--- src/hw/rtl/u8e_pkg.sv ---
// ----------------------------------------------------------------------------
// u8e_pkg: shared types and constants for the UTF-8 code point encoder
// Holds the queue entry format and the range bounds used to classify code
// points.
// ----------------------------------------------------------------------------
`timescale 1ns / 1ps

package u8e_pkg;

    localparam int unsigned CpWidth   = 21;
    localparam int unsigned ByteWidth = 8;
    localparam int unsigned MaxBytes  = 4;
    localparam int unsigned IdxWidth  = $clog2(MaxBytes);

    // queue between classifier and serializer
    localparam int unsigned QDepth    = 2;
    localparam int unsigned QPtrWidth = $clog2(QDepth);
    localparam int unsigned QCntWidth = $clog2(QDepth + 1);

    // range bounds
    localparam logic [CpWidth-1:0] CpOneByteEnd   = 21'h000080;
    localparam logic [CpWidth-1:0] CpTwoByteEnd   = 21'h000800;
    localparam logic [CpWidth-1:0] CpThreeByteEnd = 21'h010000;
    localparam logic [CpWidth-1:0] CpFourByteEnd  = 21'h110000;
    localparam logic [CpWidth-1:0] SurrogateLo    = 21'h00D800;
    localparam logic [CpWidth-1:0] SurrogateHi    = 21'h00DFFF;
    localparam logic [CpWidth-1:0] NoncharLo      = 21'h00FDD0;
    localparam logic [CpWidth-1:0] NoncharHi      = 21'h00FDEF;

    // lead and continuation prefixes
    localparam logic [ByteWidth-1:0] LeadTwo   = 8'hC0;
    localparam logic [ByteWidth-1:0] LeadThree = 8'hE0;
    localparam logic [ByteWidth-1:0] LeadFour  = 8'hF0;
    localparam logic [ByteWidth-1:0] ContMark  = 8'h80;

    // one classified code point: bytes from the lead byte, index of last byte
    typedef struct packed {
        logic [MaxBytes-1:0][ByteWidth-1:0] bytes;
        logic [IdxWidth-1:0]                last_idx;
        logic                               err;
    } t_entry;

endpackage

--- src/hw/rtl/u8e_front.sv ---
// ----------------------------------------------------------------------------
// u8e_front: input stage and classifier
// Takes code points, sorts them by encoded length, rejects invalid values and
// hands a fully formed byte group to the queue.
// ----------------------------------------------------------------------------
`timescale 1ns / 1ps

module u8e_front (
    input  logic                         i_clk,
    input  logic                         i_rst_n,
    input  logic                         i_valid,
    output logic                         o_stall,
    input  logic [u8e_pkg::CpWidth-1:0]  i_code_point,
    output logic                         o_push,
    output u8e_pkg::t_entry              o_entry,
    input  logic                         i_full
);
    import u8e_pkg::*;

    logic                 r_valid;
    t_entry               r_entry;
    t_entry               n_entry;
    logic                 accept;
    logic                 cont_hi_err;
    logic                 bmp_err;

    // noncharacter / surrogate checks
    assign bmp_err = ((i_code_point >= SurrogateLo) && (i_code_point <= SurrogateHi)) ||
                     ((i_code_point >= NoncharLo) && (i_code_point <= NoncharHi));
    assign cont_hi_err = (i_code_point[15:1] == 15'h7FFF);

    // classify and build the byte group
    always_comb begin
        n_entry          = '0;
        n_entry.last_idx = IdxWidth'(0);
        n_entry.err      = 1'b0;
        if (i_code_point < CpOneByteEnd) begin
            n_entry.bytes[0] = {1'b0, i_code_point[6:0]};
        end else if (i_code_point < CpTwoByteEnd) begin
            n_entry.bytes[0] = LeadTwo | {3'b000, i_code_point[10:6]};
            n_entry.bytes[1] = ContMark | {2'b00, i_code_point[5:0]};
            n_entry.last_idx = IdxWidth'(1);
        end else if (i_code_point < CpThreeByteEnd) begin
            if (bmp_err) begin
                n_entry.err = 1'b1;
            end else begin
                n_entry.bytes[0] = LeadThree | {4'b0000, i_code_point[15:12]};
                n_entry.bytes[1] = ContMark | {2'b00, i_code_point[11:6]};
                n_entry.bytes[2] = ContMark | {2'b00, i_code_point[5:0]};
                n_entry.last_idx = IdxWidth'(2);
            end
        end else if (i_code_point < CpFourByteEnd) begin
            if (cont_hi_err) begin
                n_entry.err = 1'b1;
            end else begin
                n_entry.bytes[0] = LeadFour | {5'b00000, i_code_point[20:18]};
                n_entry.bytes[1] = ContMark | {2'b00, i_code_point[17:12]};
                n_entry.bytes[2] = ContMark | {2'b00, i_code_point[11:6]};
                n_entry.bytes[3] = ContMark | {2'b00, i_code_point[5:0]};
                n_entry.last_idx = IdxWidth'(3);
            end
        end else begin
            n_entry.err = 1'b1;
        end
    end

    // holding register; frees up when the queue takes its contents
    assign o_stall = r_valid && i_full;
    assign accept  = i_valid && !o_stall;
    assign o_push  = r_valid && !i_full;
    assign o_entry = r_entry;

    always_ff @(posedge i_clk) begin
        if (!i_rst_n) begin
            r_valid <= 1'b0;
        end else if (accept) begin
            r_valid <= 1'b1;
        end else if (o_push) begin
            r_valid <= 1'b0;
        end
    end

    always_ff @(posedge i_clk) begin
        if (accept) begin
            r_entry <= n_entry;
        end
    end

endmodule

--- src/hw/rtl/u8e_fifo.sv ---
// ----------------------------------------------------------------------------
// u8e_fifo: short queue between classifier and serializer
// Two entries of classified byte groups so either side can stall alone.
// ----------------------------------------------------------------------------
`timescale 1ns / 1ps

module u8e_fifo (
    input  logic             i_clk,
    input  logic             i_rst_n,
    input  logic             i_push,
    input  u8e_pkg::t_entry  i_entry,
    output logic             o_full,
    input  logic             i_pop,
    output logic             o_empty,
    output u8e_pkg::t_entry  o_head
);
    import u8e_pkg::*;

    t_entry                 r_mem [QDepth];
    logic [QPtrWidth-1:0]   r_wr_ptr;
    logic [QPtrWidth-1:0]   r_rd_ptr;
    logic [QCntWidth-1:0]   r_count;
    logic [QCntWidth-1:0]   n_count;
    logic                   do_push;
    logic                   do_pop;

    assign o_full  = (r_count == QCntWidth'(QDepth));
    assign o_empty = (r_count == '0);
    assign do_push = i_push && !o_full;
    assign do_pop  = i_pop && !o_empty;
    assign o_head  = r_mem[r_rd_ptr];

    // occupancy
    always_comb begin
        n_count = r_count;
        if (do_push && !do_pop) begin
            n_count = r_count + QCntWidth'(1);
        end else if (do_pop && !do_push) begin
            n_count = r_count - QCntWidth'(1);
        end
    end

    // pointers wrap at the depth
    always_ff @(posedge i_clk) begin
        if (!i_rst_n) begin
            r_wr_ptr <= '0;
            r_rd_ptr <= '0;
            r_count  <= '0;
        end else begin
            r_count <= n_count;
            if (do_push) begin
                r_wr_ptr <= (r_wr_ptr == QPtrWidth'(QDepth - 1)) ? '0
                            : r_wr_ptr + QPtrWidth'(1);
            end
            if (do_pop) begin
                r_rd_ptr <= (r_rd_ptr == QPtrWidth'(QDepth - 1)) ? '0
                            : r_rd_ptr + QPtrWidth'(1);
            end
        end
    end

    // storage
    always_ff @(posedge i_clk) begin
        if (do_push) begin
            r_mem[r_wr_ptr] <= i_entry;
        end
    end

`ifndef NO_ASSERTIONS
    a_count_range: assert property (@(posedge i_clk) disable iff (!i_rst_n)
        r_count <= QCntWidth'(QDepth))
        else $error("queue occupancy out of range");

    a_no_push_full: assert property (@(posedge i_clk) disable iff (!i_rst_n)
        i_push |-> !o_full)
        else $error("push into full queue");

    a_ptr_count: assert property (@(posedge i_clk) disable iff (!i_rst_n)
        (r_count == '0 || r_count == QCntWidth'(QDepth)) |-> (r_wr_ptr == r_rd_ptr))
        else $error("queue pointers disagree with occupancy");
`endif

endmodule

--- src/hw/rtl/u8e_back.sv ---
// ----------------------------------------------------------------------------
// u8e_back: byte serializer
// Pops byte groups from the queue and sends one byte per transfer through an
// output register, flagging the last byte and error results.
// ----------------------------------------------------------------------------
`timescale 1ns / 1ps

module u8e_back (
    input  logic                           i_clk,
    input  logic                           i_rst_n,
    input  logic                           i_empty,
    input  u8e_pkg::t_entry                i_head,
    output logic                           o_pop,
    output logic                           o_valid,
    input  logic                           i_stall,
    output logic [u8e_pkg::ByteWidth-1:0]  o_out_byte,
    output logic                           o_is_last,
    output logic                           o_error
);
    import u8e_pkg::*;

    t_entry                 r_cur;
    logic                   r_cur_valid;
    logic [IdxWidth-1:0]    r_idx;
    logic                   r_ovalid;
    logic [ByteWidth-1:0]   r_obyte;
    logic                   r_olast;
    logic                   r_oerr;
    logic                   adv;
    logic                   cur_last;
    logic                   emit;

    assign adv      = !r_ovalid || !i_stall;
    assign emit     = adv && r_cur_valid;
    assign cur_last = (r_idx == r_cur.last_idx);
    assign o_pop    = (!r_cur_valid || (emit && cur_last)) && !i_empty;

    // current group and byte index
    always_ff @(posedge i_clk) begin
        if (!i_rst_n) begin
            r_cur_valid <= 1'b0;
            r_idx       <= '0;
        end else if (o_pop) begin
            r_cur_valid <= 1'b1;
            r_idx       <= '0;
        end else if (emit) begin
            if (cur_last) begin
                r_cur_valid <= 1'b0;
            end else begin
                r_idx <= r_idx + IdxWidth'(1);
            end
        end
    end

    always_ff @(posedge i_clk) begin
        if (o_pop) begin
            r_cur <= i_head;
        end
    end

    // output register
    always_ff @(posedge i_clk) begin
        if (!i_rst_n) begin
            r_ovalid <= 1'b0;
        end else if (adv) begin
            r_ovalid <= r_cur_valid;
        end
    end

    always_ff @(posedge i_clk) begin
        if (emit) begin
            r_obyte <= r_cur.bytes[r_idx];
            r_olast <= cur_last;
            r_oerr  <= r_cur.err;
        end
    end

    assign o_valid    = r_ovalid;
    assign o_out_byte = r_obyte;
    assign o_is_last  = r_olast;
    assign o_error    = r_oerr;

`ifndef NO_ASSERTIONS
    a_err_shape: assert property (@(posedge i_clk) disable iff (!i_rst_n)
        (r_ovalid && r_oerr) |-> (r_olast && r_obyte == '0))
        else $error("error result must be a single zero byte");

    a_idx_bound: assert property (@(posedge i_clk) disable iff (!i_rst_n)
        r_cur_valid |-> (r_idx <= r_cur.last_idx))
        else $error("byte index past end of group");

    a_group_contig: assert property (@(posedge i_clk) disable iff (!i_rst_n)
        (r_ovalid && !r_olast && !i_stall) |=> r_ovalid)
        else $error("gap inside a multi-byte sequence");
`endif

endmodule

--- src/hw/rtl/utf8_code_point_encoder.sv ---
// ----------------------------------------------------------------------------
// utf8_code_point_encoder: UTF-8 encoder, one code point in, bytes out
// Classifier front end, two-entry queue, and a byte serializer back end.
//
//   channel  | signals                                  | direction
//   ---------+------------------------------------------+----------
//   input    | i_valid, o_stall, i_code_point           | in
//   output   | o_valid, i_stall, o_out_byte, o_is_last, | out
//            | o_error                                  |
//
// The serializer sends one byte per cycle while the output is not stalled and a
// byte group is waiting. A code point gives 1 to 4 output bytes: one per UTF-8
// byte, or one for an error result.
// Reset is synchronous, active low, and empties every stage.
// The queue lets input transfers continue while the output is stalled until
// the queue and the input register are full.
// ----------------------------------------------------------------------------
`timescale 1ns / 1ps

module utf8_code_point_encoder (
    input  logic                           i_clk,
    input  logic                           i_rst_n,
    input  logic                           i_valid,
    output logic                           o_stall,
    input  logic [u8e_pkg::CpWidth-1:0]    i_code_point,
    output logic                           o_valid,
    input  logic                           i_stall,
    output logic [u8e_pkg::ByteWidth-1:0]  o_out_byte,
    output logic                           o_is_last,
    output logic                           o_error
);
    import u8e_pkg::*;

    logic    push;
    t_entry  push_entry;
    logic    q_full;
    logic    q_empty;
    logic    pop;
    t_entry  head;

    u8e_front u_front (
        .i_clk        (i_clk),
        .i_rst_n      (i_rst_n),
        .i_valid      (i_valid),
        .o_stall      (o_stall),
        .i_code_point (i_code_point),
        .o_push       (push),
        .o_entry      (push_entry),
        .i_full       (q_full)
    );

    u8e_fifo u_fifo (
        .i_clk   (i_clk),
        .i_rst_n (i_rst_n),
        .i_push  (push),
        .i_entry (push_entry),
        .o_full  (q_full),
        .i_pop   (pop),
        .o_empty (q_empty),
        .o_head  (head)
    );

    u8e_back u_back (
        .i_clk      (i_clk),
        .i_rst_n    (i_rst_n),
        .i_empty    (q_empty),
        .i_head     (head),
        .o_pop      (pop),
        .o_valid    (o_valid),
        .i_stall    (i_stall),
        .o_out_byte (o_out_byte),
        .o_is_last  (o_is_last),
        .o_error    (o_error)
    );

endmodule

--- config.mk ---
export PLATFORM = sky130hd
export DESIGN_NAME = utf8_code_point_encoder
export DESIGN_NICKNAME = d
export VERILOG_FILES = /design/src/hw/rtl/u8e_pkg.sv /design/src/hw/rtl/u8e_front.sv /design/src/hw/rtl/u8e_fifo.sv /design/src/hw/rtl/u8e_back.sv /design/src/hw/rtl/utf8_code_point_encoder.sv
export SDC_FILE = /design/constraint.sdc
export NUM_CORES = 1
export LEC_CHECK = 0
export BUFFER_PORTS_ARGS = -buffer_cell sky130_fd_sc_hd__buf_4
export CAP_MARGIN = 40
export CORE_ASPECT_RATIO = 0.7
export CORE_MARGIN = 2
export CORE_UTILIZATION = 62
export CTS_BUF_LIST = sky130_fd_sc_hd__clkbuf_4 sky130_fd_sc_hd__clkbuf_8
export DETAILED_ROUTE_END_ITERATION = 8
export PLACE_DENSITY = 0.81
export SYNTH_ARGS = -nofsm -noshare
export SYNTH_HDL_FRONTEND = slang
export SYNTH_SLANG_ARGS = --single-unit
--- constraint.sdc ---
create_clock -name i_clk -period 3.15 [get_ports i_clk]
set_clock_uncertainty 0.2 [all_clocks]
set_input_delay 0 -clock i_clk [delete_from_list [all_inputs] [get_ports i_clk]]
set_output_delay 0 -clock i_clk [all_outputs]
set_load 0.1 [all_outputs]
**After elaboration in Yosys (flattened, before gate mapping)**

Memories as Yosys holds them, arrays and structs flattened. A register that Yosys moved wholly into a read port is not among the register bits.
Cells that the tools add are included.

- Memory bits (writable): 70
- Register bits: 54
- Bits of input ports: 25
- Memories kept: 1

- Equal/unequal tests: 3
- Add/sub/neg operators: 5
- Bitwise operators: 3
- Order comparisons: 9
- Reductions and logical operators: 34
- Mux-type cells: 22

Memories:

| memory | words | bits a word | rd ports | clocked after memory_dff | write ports | RTL line | text |
|---|---|---|---|---|---|---|---|
| u_fifo.r_mem | 2 | 35 | 1 | 1 | 1 | u8e_fifo.sv:19 | `t_entry r_mem [QDepth];` |

Operators by type and width:

| cell | number |
|---|---|
| $mux W26 | 2 |
| $ge A21 B16 Y1 const B | 2 |
| $le A21 B16 Y1 const B | 2 |
| $mux W34 | 1 |
| $mux W27 | 1 |
| $lt A21 B12 Y1 const B | 1 |
| $lt A21 B17 Y1 const B | 1 |
| $lt A21 B21 Y1 const B | 1 |
| $lt A21 B8 Y1 const B | 1 |
| $mux W18 | 1 |
| $bmux W8 S2 | 1 |
| $eq A15 B15 Y1 const B | 1 |
| $logic_and A1 B1 Y1 | 12 |
| $mux W1 | 12 |
| $logic_not A1 Y1 | 8 |
| $mux W8 | 1 |
| $reduce_bool A2 Y1 | 4 |
| $mux W7 | 1 |
| $reduce_or A5 Y1 | 1 |
| $add A2 B1 Y2 const B | 2 |
| $mux W2 | 2 |
| $reduce_and A2 Y1 | 2 |
| $reduce_or A2 Y1 | 2 |
| $reduce_or A4 Y1 | 1 |
| 8 further kinds | 13 |

**Logic depth before layout (Yosys ltp)**

Gate-level depths: netlist of run 1.

- Word-level depth: 10
- Depth in mapped cells: 8

**Cells and area by module**

From an unflattened synthesis of run 1, not the netlist that was laid out.

- Cell total of the unflattened synthesis: 350
- Area total of the unflattened synthesis: 6268.5 µm²

Modules (own cells, without submodules):

| module | cells an instance | instances | area an instance (µm²) |
|---|---|---|---|
| u8e_fifo | 134 | 1 | 2757.6 |
| u8e_back | 74 | 1 | 1818.0 |
| u8e_front | 142 | 1 | 1692.9 |

**Worst setup path before layout of run 1**

Ideal clock, no wire load.

- Path type: flip-flop to flip-flop
- Start point: reg u_fifo.r_count[0]
- End point: reg u_front.r_entry (netlist bit u_front.o_entry[0]) (enable)
- Arrival time: 2736 ps
- Stages on the path, launching flop included: 4
- Clock period less this slack: 3424 ps
- Setup slack: -274 ps
- Data required time: 2462 ps
- Cell sequence: dfxtp_1 nand2b_1 nor2_1 nor2b_1

- Word-level cells in the longest chain between the ends: 4

Ends and longest elaborated chain:

| what | RTL line | text |
|---|---|---|
| from (decl) | u8e_fifo.sv:22 | `logic [QCntWidth-1:0] r_count;` |
| from (signal assigned) | u8e_fifo.sv:50 | `r_count <= n_count;` |
| $eq A2 B2 Y1 | u8e_fifo.sv:27 | `assign o_full = (r_count == QCntWidth'(QDepth));` |
| $logic_and A1 B1 Y1 | u8e_front.sv:68 | `assign o_stall = r_valid && i_full;` |
| net o_stall | utf8_code_point_encoder.sv:24 | `output logic o_stall,` |
| $logic_not A1 Y1 | u8e_front.sv:69 | `assign accept = i_valid && !o_stall;` |
| $logic_and A1 B1 Y1 | u8e_front.sv:69 |  |
| net u_front.accept | u8e_front.sv:23 | `logic accept;` |
| to (signal assigned) | u8e_front.sv:85 | `r_entry <= n_entry;` |
| to (decl) | u8e_front.sv:21 | `t_entry r_entry;` |

The timed path passes the listed nets, and every way through them passes these cells.
A chain may end at the register's enable or synchronous reset.

==> results.md, run 1 <==
Run status:
- The flow ran to the end, and the final reports show no timing, DRC or antenna violations.

Synthesis:
- The Yosys step of the flow raised 0 warnings.
- Synthesis instantiated 50 different standard cells from the library.
- The synthesized area is 5570 µm².
- Dividing the synthesized area by the synthesized cell count gives between 15 and 20 µm².
- The async set-reset flop share out of synthesis is 0%.
- The cell with the most instances after synthesis is sky130_fd_sc_hd__edfxtp_1.
- Summing the sequential cell areas from Yosys gives between 70 and 80% of the chip area.
- The commonest cells after synthesis are 130 x sky130_fd_sc_hd__edfxtp_1, 30 x sky130_fd_sc_hd__mux2_2, 19 x sky130_fd_sc_hd__inv_1.
- The area fraction of the dominant cell type after synthesis is 70.1%.
- The primary flip-flop cell chosen by synthesis mapping is sky130_fd_sc_hd__edfxtp_1.
- The number of nets handed over by synthesis was ~370.
- After synthesis the netlist holds a flip-flop and latch count of about 140.
- Yosys mapped a number of flops with a built-in enable equal to 130.
- The post-synthesis cell count is 346.
- In the post-synthesis netlist, the biggest area contributors are sky130_fd_sc_hd__edfxtp_1 70%, sky130_fd_sc_hd__mux2_2 6.1%, sky130_fd_sc_hd__dfxtp_1 3.2%, sky130_fd_sc_hd__mux4_2 2.4%, sky130_fd_sc_hd__inv_1 1.3%.
- The library cell occupying the most area in the post-synthesis netlist is sky130_fd_sc_hd__edfxtp_1.

Die:
- The overall die height is 83.3 µm.
- The chip width is 117 µm.
- For this design the top-level I/O count stands at 37.
- The area of the die is between 9000 and 10000 µm².
- The floorplan core area is 8580 µm².
- The number of cell rows is 28.
- The starting density of the core is 64.9%.

Layout:
- In the final layout, flip-flops and latches occupy slightly above 4000 µm².
- The final design utilization is 78.7%.
- Summing all multi-input logic gate instances after layout gives 1370 µm².
- The filler cell count is between 400 and 500.
- In the final layout, the share of cells above drive strength 1 is 28.1%.
- The number of nets in the final layout is 461.
- The layout overhead on the synthesized area is 21.4%.
- 0 antenna diodes ended up in the layout.

Worst setup path:
- The top fanout value on the critical path is 14.
- The worst setup path is launched from an input pin.
- The sum of buffers and inverters on the critical path is 4.
- The delay of the slowest cell on the worst path is between 0.5 and 0.6 ns.
- The category of the critical setup timing path is input pin to register.
- The cell type group with the largest total delay on the critical path is buffers and inverters.
- The critical path's most frequent cell is sky130_fd_sc_hd__dlygate4sd3_1.
- For this design, the slowest cell found on the critical path is sky130_fd_sc_hd__dlygate4sd3_1.
- Data arrives at the worst endpoint at 2.97 ns.
- The signal on the critical path passes through dlygate4sd3_1 -> buf_4 -> nor4_2 -> xnor2_1 -> or2_2 -> inv_1 -> a21oi_1 -> o22ai_1 -> dlygate4sd3_1.
- The required arrival time at the worst endpoint is 3.13 ns.
- The element type at the critical path end is a register.

Route:
- The met3 wirelength from detailed routing is around 1.0 mm.
- The number of nets with antenna violations after routing is 0.
- For this run, the detailed router's first-pass iteration total came to 6.
- In the final routing, the length of wire on met1 measures 4.97 mm.
- The average wire per standard cell is 20.0 µm.
- For this run, design rule violations remaining after detail routing come to 0.
- Across all layers, the routed design uses 3418 vias.
- The violation count after the first detailed-routing iteration is 345.
- The highest metal layer carrying signal wires in the routed design is met4.
- After detailed routing, the number of vias per cell comes to 6.02.
- Summed over all nets, wire length on met2 after detailed routing comes to approximately 5 mm.
- The routed wire length is 11.4 mm.

CTS:
- The later pin in the worst-skew pair is clocked with a latency of ~0.43 ns.
- After clock tree synthesis, the clock-pin slew on the worst setup and hold paths is 0.08 ns.
- The tree is rooted in a sky130_fd_sc_hd__clkbuf_8.
- The clock net in this run drives a total of 139 sinks.
- The CTS tree is yes.
- No sink is reached through more buffers than the 2 on the longest clock path.
- The H-tree was split into 4 levels.
- The number of CTS-inserted buffers is 17.

Global routing:
- The first global-routing pass estimated 17.8 mm of wire.
- Across every metal layer, demand over resource in global routing totals 25.0%.
- After global routing the overflow that remains totals 0.
- Entering global routing, the biggest net connects 32 pins.
- The number of antenna violations at the first check in global routing came to 0.
- The via count of the first global-routing pass is 3379.

Timing:
- The maximum achievable frequency is 335 MHz.
- Setup total negative slack on the finished layout was measured at 0 ns.
- The final critical path takes up around 95% of the cycle.
- The number of max-slew violations in the final report is 0.
- At the pin with the least slew margin, the transition time is 0.820 ns.
- The worst slew margin relative to its limit is between 40% and 50%.
- For the finished layout, the period the worst path requires is 2.99 ns.
- The number of hold violations in the final report is 0.
- Setup repair after global routing left no endpoint under its margin.
- The setup-violating endpoint count in the final report is 0.

Power:
- The ratio of total power to cell area is 777 nW/µm².
- For this design the static power due to leakage is 2.40 nW.
- The worst supply voltage drop on vdd is just under 400 µV.

Hold path:
- In this run the worst hold path is classified as input pin to register.

Placed design:
- Detailed placement finished with a half-perimeter wire length of 7.00 mm.
- The global placement routability congestion is 0.932.
- Input and output buffers added on the ports amount to 36.

Run:
- The number of max-capacitance violations reported is 0.
## registers in the layout, indices dropped and copies added (netlist names)
signal              cells
u_fifo.r_count          2
u_front.r_valid         1
u_fifo.r_mem           60
u_fifo.r_wr_ptr         1
u_front.o_entry        30
u_back.o_out_byte       8
u_back.o_error          1
u_back.o_is_last        1
u_back.r_cur_valid      1
u_back.o_valid          1
u_fifo.r_rd_ptr         1
u_back.r_cur           30
u_back.r_idx            2
## path summary, 6_finish.rpt
check	start	end	slack [ns]	cells past startpoint
setup / recovery	i_code_point[19]	u_front.o_entry[3]	0.16	9
hold / removal	i_rst_n	u_fifo.r_count[0]	0.20	3
setup reg to reg	u_back.r_idx[0]	u_fifo.r_count[1]	0.79	7
hold reg to reg	u_front.o_entry[9]	u_fifo.r_mem[1][9]	0.25	0
## report_power, final
part	switching [W]	total, W	internal (W)
clock network	0.000688	0.00139	0.000701
logic	0.000811	0.00124	0.000425
registers	0.000119	0.00262	0.00251
## per-layer routing
| metal | track usage [%] | up-vias |
|---|---|---|
| met5 | 0 | - |
| met2 | 36.6 | 203 |
| li1 | - | 1520 |
| met3 | 7.81 | 26 |
| met1 | 36.7 | 1669 |
| met4 | 7.17 | 0 |
## through the flow
step / instances / total power [W] / worst slack (ns) / instance area, µm² / hold slack, ns
3_5_place_dp: 499 / 0.00385 / 0.639 / 6010 / 0.0368
2_1_floorplan: 346 / 0.00351 / 0.333 / 5570 / -0.0825
3_3_place_gp: 499 / 0.00381 / 0.680 / 6010 / 0.0160
6_report: 568 / 0.00525 / 0.165 / 6760 / 0.201
5_1_grt: 568 / 0.00547 / 0.0918 / 6760 / 0.222
4_1_cts: 565 / 0.00527 / 0.0512 / 6730 / 0.0929
## layout make-up
cell class,instances,share of cell area (%)
sequential,139,60.4
multi-input combinational,175,20.2
timing repair buffer,83,10.5
clock buffer,17,3.46
tap,120,2.22
clock inverter,15,2.17
inverter,19,1.06
## kinds of logic (layout without fill, tap and decap cells)
kind of cell | after synthesis | in the layout | share of synthesized area, %
AOI/OAI and AO/OA | 51 | 51 | 6.52
muxes | 37 | 37 | 8.68
xor gates and xnor gates | 8 | 8 | 1.26
adders and majority gates | 1 | 1 | 0.225
DFF | 139 | 139 | 73.4
buffers and inverters | 32 | 134 | 2.36
and+or+nand+nor | 78 | 78 | 7.60
## what timing repair did
action / in CTS / in global routing
endpoints found under the setup margin: 0 / 5
gates resized for setup: 0 / 1
hold endpoints to repair: 38 / 0
hold buffers: 34 / 0
setup buffers: 0 / 3
## worst reg2reg max path, stage by stage (launching register included)
cell,delay (ns)
sky130_fd_sc_hd__dfxtp_1,0.32
sky130_fd_sc_hd__buf_4,0.25
sky130_fd_sc_hd__xnor2_1,0.16
sky130_fd_sc_hd__a31o_2,0.26
sky130_fd_sc_hd__o21ai_1,0.23
sky130_fd_sc_hd__ha_1,0.35
sky130_fd_sc_hd__or3_1,0.35
sky130_fd_sc_hd__a21boi_0,0.18
## layout by cell type, fill, tap and decap left out, types with 4 or more instances in the layout
cell type,count
sky130_fd_sc_hd__edfxtp_1,130
sky130_fd_sc_hd__buf_4,49
sky130_fd_sc_hd__dlygate4sd3_1,34
sky130_fd_sc_hd__mux2_2,30
sky130_fd_sc_hd__inv_1,19
sky130_fd_sc_hd__clkbuf_8,17
sky130_fd_sc_hd__nor2_1,15
sky130_fd_sc_hd__nand2_1,14
sky130_fd_sc_hd__a21oi_1,13
sky130_fd_sc_hd__nand3_1,12
sky130_fd_sc_hd__dfxtp_1,9
sky130_fd_sc_hd__nand4_1,8
sky130_fd_sc_hd__xnor2_1,7
sky130_fd_sc_hd__o21ai_0,6
sky130_fd_sc_hd__o41ai_1,6
sky130_fd_sc_hd__mux4_2,6
sky130_fd_sc_hd__a22oi_1,5
sky130_fd_sc_hd__and2_1,4
sky130_fd_sc_hd__a21boi_0,4
sky130_fd_sc_hd__nor4_1,4
Power figures use the tool's default switching activity.
==> run 2, diff against run 1 <==
- CORE_ASPECT_RATIO: 0.7 -> not set
- clock period: 3.15 -> 3.2 ns (I/O delays scaled with it)
==> results.md, run 2 (synthesis results as in run 1) <==
Run status:
- Outcome: finished, final reports clean (unchanged).

Timing:
- The setup-violating endpoint count in the final report is 0 (unchanged).
- The number of max-slew violations in the final report is 0 (unchanged).
- The maximum achievable frequency is approximately 320 MHz.
- The worst slew margin relative to its limit is 52.1% (was 45.1%).
- The sum of negative setup slack is 0 ns (unchanged).
- The number of hold violations in the final report came to 0 (unchanged).
- The post-route fraction of the period consumed by the critical path is 98.1%.
- The actual slew at the worst max-slew pin is 0.715 ns (was 0.820 ns).
- The routed design could run at a clock period as short as 3.14 ns.
- RSZ-0062 raised after global routing: no (unchanged).

Power:
- The ratio of total power to cell area is 750 nW/µm² (was 777 nW/µm²).
- The total power draw is 0.00506 W (was 0.00525 W).
- The leakage dissipation is 2.39 nW (was 2.40 nW).
- The worst supply voltage drop on vdd came to 395 µV (was 397 µV).

CTS:
- The level count of the clock H-tree is 4 (unchanged).
- The root buffer selected by CTS is sky130_fd_sc_hd__clkbuf_8 (unchanged).
- The maximum buffer depth of the clock tree was 2 (unchanged).
- The total clock sinks was 139 (unchanged).
- The CTS tree is yes (unchanged).
- The clock network latency to the later pin of the worst-skew pair is 0.42 ns (was 0.43 ns).
- The register clock-pin slew on the reported worst setup and hold paths came to 0.09 ns (was 0.08 ns).
- The number of CTS-inserted buffers is 17 (unchanged).

Worst setup path:
- The data arrival time of the worst path came to 3.12 ns (was 2.97 ns).
- The element type at the critical path end was a register (unchanged).
- The critical path startpoint category is an input pin (unchanged).
- The worst setup slack for register-to-register paths is 0.94 ns (was 0.79 ns).
- The cell count of the worst reg-to-reg path is 7 (unchanged).
- The category of the critical setup timing path was input pin to register (unchanged).
- The required arrival time at the worst endpoint is 3.18 ns (was 3.13 ns).
- The top fanout value on the critical path is 11 (was 14).
- The launching point of the worst reg2reg path is u_back.r_idx[0] (unchanged).
- The capturing point of the worst reg2reg path was u_fifo.r_count[1] (unchanged).

Layout:
- The number of nets in the final layout is 462 (was 461).
- The final non-filler cell area is 6750 µm² (was 6760 µm²).
- The register bank with the most flops was u_fifo.r_mem (unchanged).
- The commonest non-fill, non-tap cell in the layout is sky130_fd_sc_hd__edfxtp_1 (unchanged).
- The share of final-layout standard cells stronger than drive strength 1 is 28.1% (about the same).
- The final design utilization is 77.4% (was 78.7%).
- The layout overhead on the synthesized area is 21.2% (was 21.4%).
- Leading cell types in the layout, fill and taps excluded: 130 x sky130_fd_sc_hd__edfxtp_1, 46 x sky130_fd_sc_hd__buf_4, 38 x sky130_fd_sc_hd__dlygate4sd3_1 (was 130 x sky130_fd_sc_hd__edfxtp_1, 49 x sky130_fd_sc_hd__buf_4, 34 x sky130_fd_sc_hd__dlygate4sd3_1).
- The number of diodes added for antenna fixing is 0 (unchanged).
- The flip-flop count of the largest register after layout came to 60 (unchanged).

Global routing:
- The aggregate global-route resource usage is 24.0% (was 25.0%).
- The largest net degree at the start of global routing is 32 (unchanged).
- The total overflow reported by the global router is 0 (unchanged).
- The global-route wire length before repair is 17.6 mm (was 17.8 mm).
- The number of antenna violations at the first check in global routing came to 0 (unchanged).
- The via count of the first global-routing pass came to 3512 (was 3379).

Route:
- The residual DRC count was 0 (unchanged).
- The average wire per standard cell is 19.7 µm (was 20.0 µm).
- The per-cell via count in the routed design is 5.97 (was 6.02).
- The via count is 3326 (was 3418).
- The routed wire length is 11.0 mm (was 11.4 mm).
- The number of nets with antenna violations after routing came to 0 (unchanged).
- The number of iterations in the first detailed-routing pass is 5 (was 6).
- The violation count after the first detailed-routing iteration was 239 (was 345).

Die:
- The number of cell rows was 34 (was 28).
- The floorplan core area is 8720 µm² (was 8580 µm²).
- The count of boundary I/O pins came to 37 (unchanged).
- The overall die height came to 98.8 µm (was 83.3 µm).
- The area of the die is 9750 µm² (was 9760 µm²).
- The chip width is 98.8 µm (was 117 µm).
- The starting density of the core came to 63.8% (was 64.9%).

Placed design:
- The count of input and output buffers is 36 (unchanged).
- The global placement routability congestion is 0.934 (was 0.932).
- The HPWL reported at the end of detailed placement is 6.94 mm (was 7.00 mm).
- The placed instance area was 5990 µm² (was 6010 µm²).

Run:
- The number of max-capacitance violations reported is 0 (unchanged).

Hold path:
- The class of the most critical hold timing path is input pin to register (unchanged).
- The cell count of the worst hold path came to 3 (unchanged).
- The startpoint of the most critical hold path is i_rst_n (unchanged).
- The worst-case hold path end point is u_fifo.r_rd_ptr (was u_fifo.r_count[0]).
==> run 2: cell types whose count changed in the layout (fill, tap and decap cells not counted) <==
cell,before,now
sky130_fd_sc_hd__clkinv_8,0,1
sky130_fd_sc_hd__clkinv_4,3,1
sky130_fd_sc_hd__inv_8,0,2
sky130_fd_sc_hd__clkinv_1,3,0
sky130_fd_sc_hd__clkinv_2,3,2
sky130_fd_sc_hd__buf_4,49,46
sky130_fd_sc_hd__inv_6,3,6
sky130_fd_sc_hd__clkinvlp_4,1,3
sky130_fd_sc_hd__dlygate4sd3_1,34,38
sky130_fd_sc_hd__bufinv_16,2,0
==> run 2: per-layer routing <==
layer  vias to the layer above  GRT usage (%)  share of wire, %
met5                         -              0                 0
met4                         0           9.91               1.9
met3                        18           5.60               5.6
met2                       144           39.9                52
met1                      1634           30.8                41
li1                       1530              -                 -
==> run 2: final cells by class <==
cell class              instances  area, µm²
multi-input cells             175       1370
fillers                       514       1970
well taps                     108        135
flip-flops and latches        139       4080
inverters                      19       71.3
clock inverters                15        133
clock buffers                  17        234
repair buffers                 84        726
==> run 2: power by group <==
| group | switching, W | total, W | leakage [nW] | internal, W |
|---|---|---|---|---|
| clock network | 0.000709 | 0.00127 | 0.181 | 0.000564 |
| registers | 0.000116 | 0.00258 | 1.31 | 0.00247 |
| logic | 0.000782 | 0.00120 | 0.904 | 0.000421 |
==> run 2: how the worst max path moves through the flow <==
stage | start | endpoint | slack, ns | depth (start not counted)
after CTS | i_code_point[19] | u_front.o_entry[14] | 0.19 | 9
after global placement | i_code_point[19] | u_front.o_entry[0] | 0.71 | 6
final | i_code_point[19] | u_front.o_entry[14] | 0.06 | 8
after global routing | i_code_point[19] | u_front.o_entry[14] | 0.02 | 8
after detailed placement | i_code_point[19] | u_front.o_entry[0] | 0.66 | 6
after floorplan | u_fifo.r_count[0] | u_front.o_entry[0] | 0.38 | 3
==> run 2: per-stage QoR <==
step / std cells / setup slack (ns) / hold slack (ns)
after floorplan: 346 / 0.383 / -0.0825
final: 557 / 0.0596 / 0.216
after global routing: 557 / 0.0248 / 0.209
after global placement: 487 / 0.714 / 0.0153
after CTS: 557 / 0.188 / 0.181
after detailed placement: 487 / 0.657 / 0.0393
==> run 2: worst max-delay path, cell delays in order <==
cell,delay (ns)
sky130_fd_sc_hd__dlygate4sd3_1,0.55
sky130_fd_sc_hd__buf_4,0.15
sky130_fd_sc_hd__or4_1,0.65
sky130_fd_sc_hd__nor4_4,0.54
sky130_fd_sc_hd__nor2_2,0.23
sky130_fd_sc_hd__a222oi_1,0.35
sky130_fd_sc_hd__dlygate4sd3_1,0.61
sky130_fd_sc_hd__inv_1,0.04
==> run 2: repair_timing <==
action	in CTS	in global routing
endpoints found under the hold margin	45	0
buffers inserted	0	0
endpoints found under the setup margin	0	8
hold buffers	38	0
resized for setup	0	1
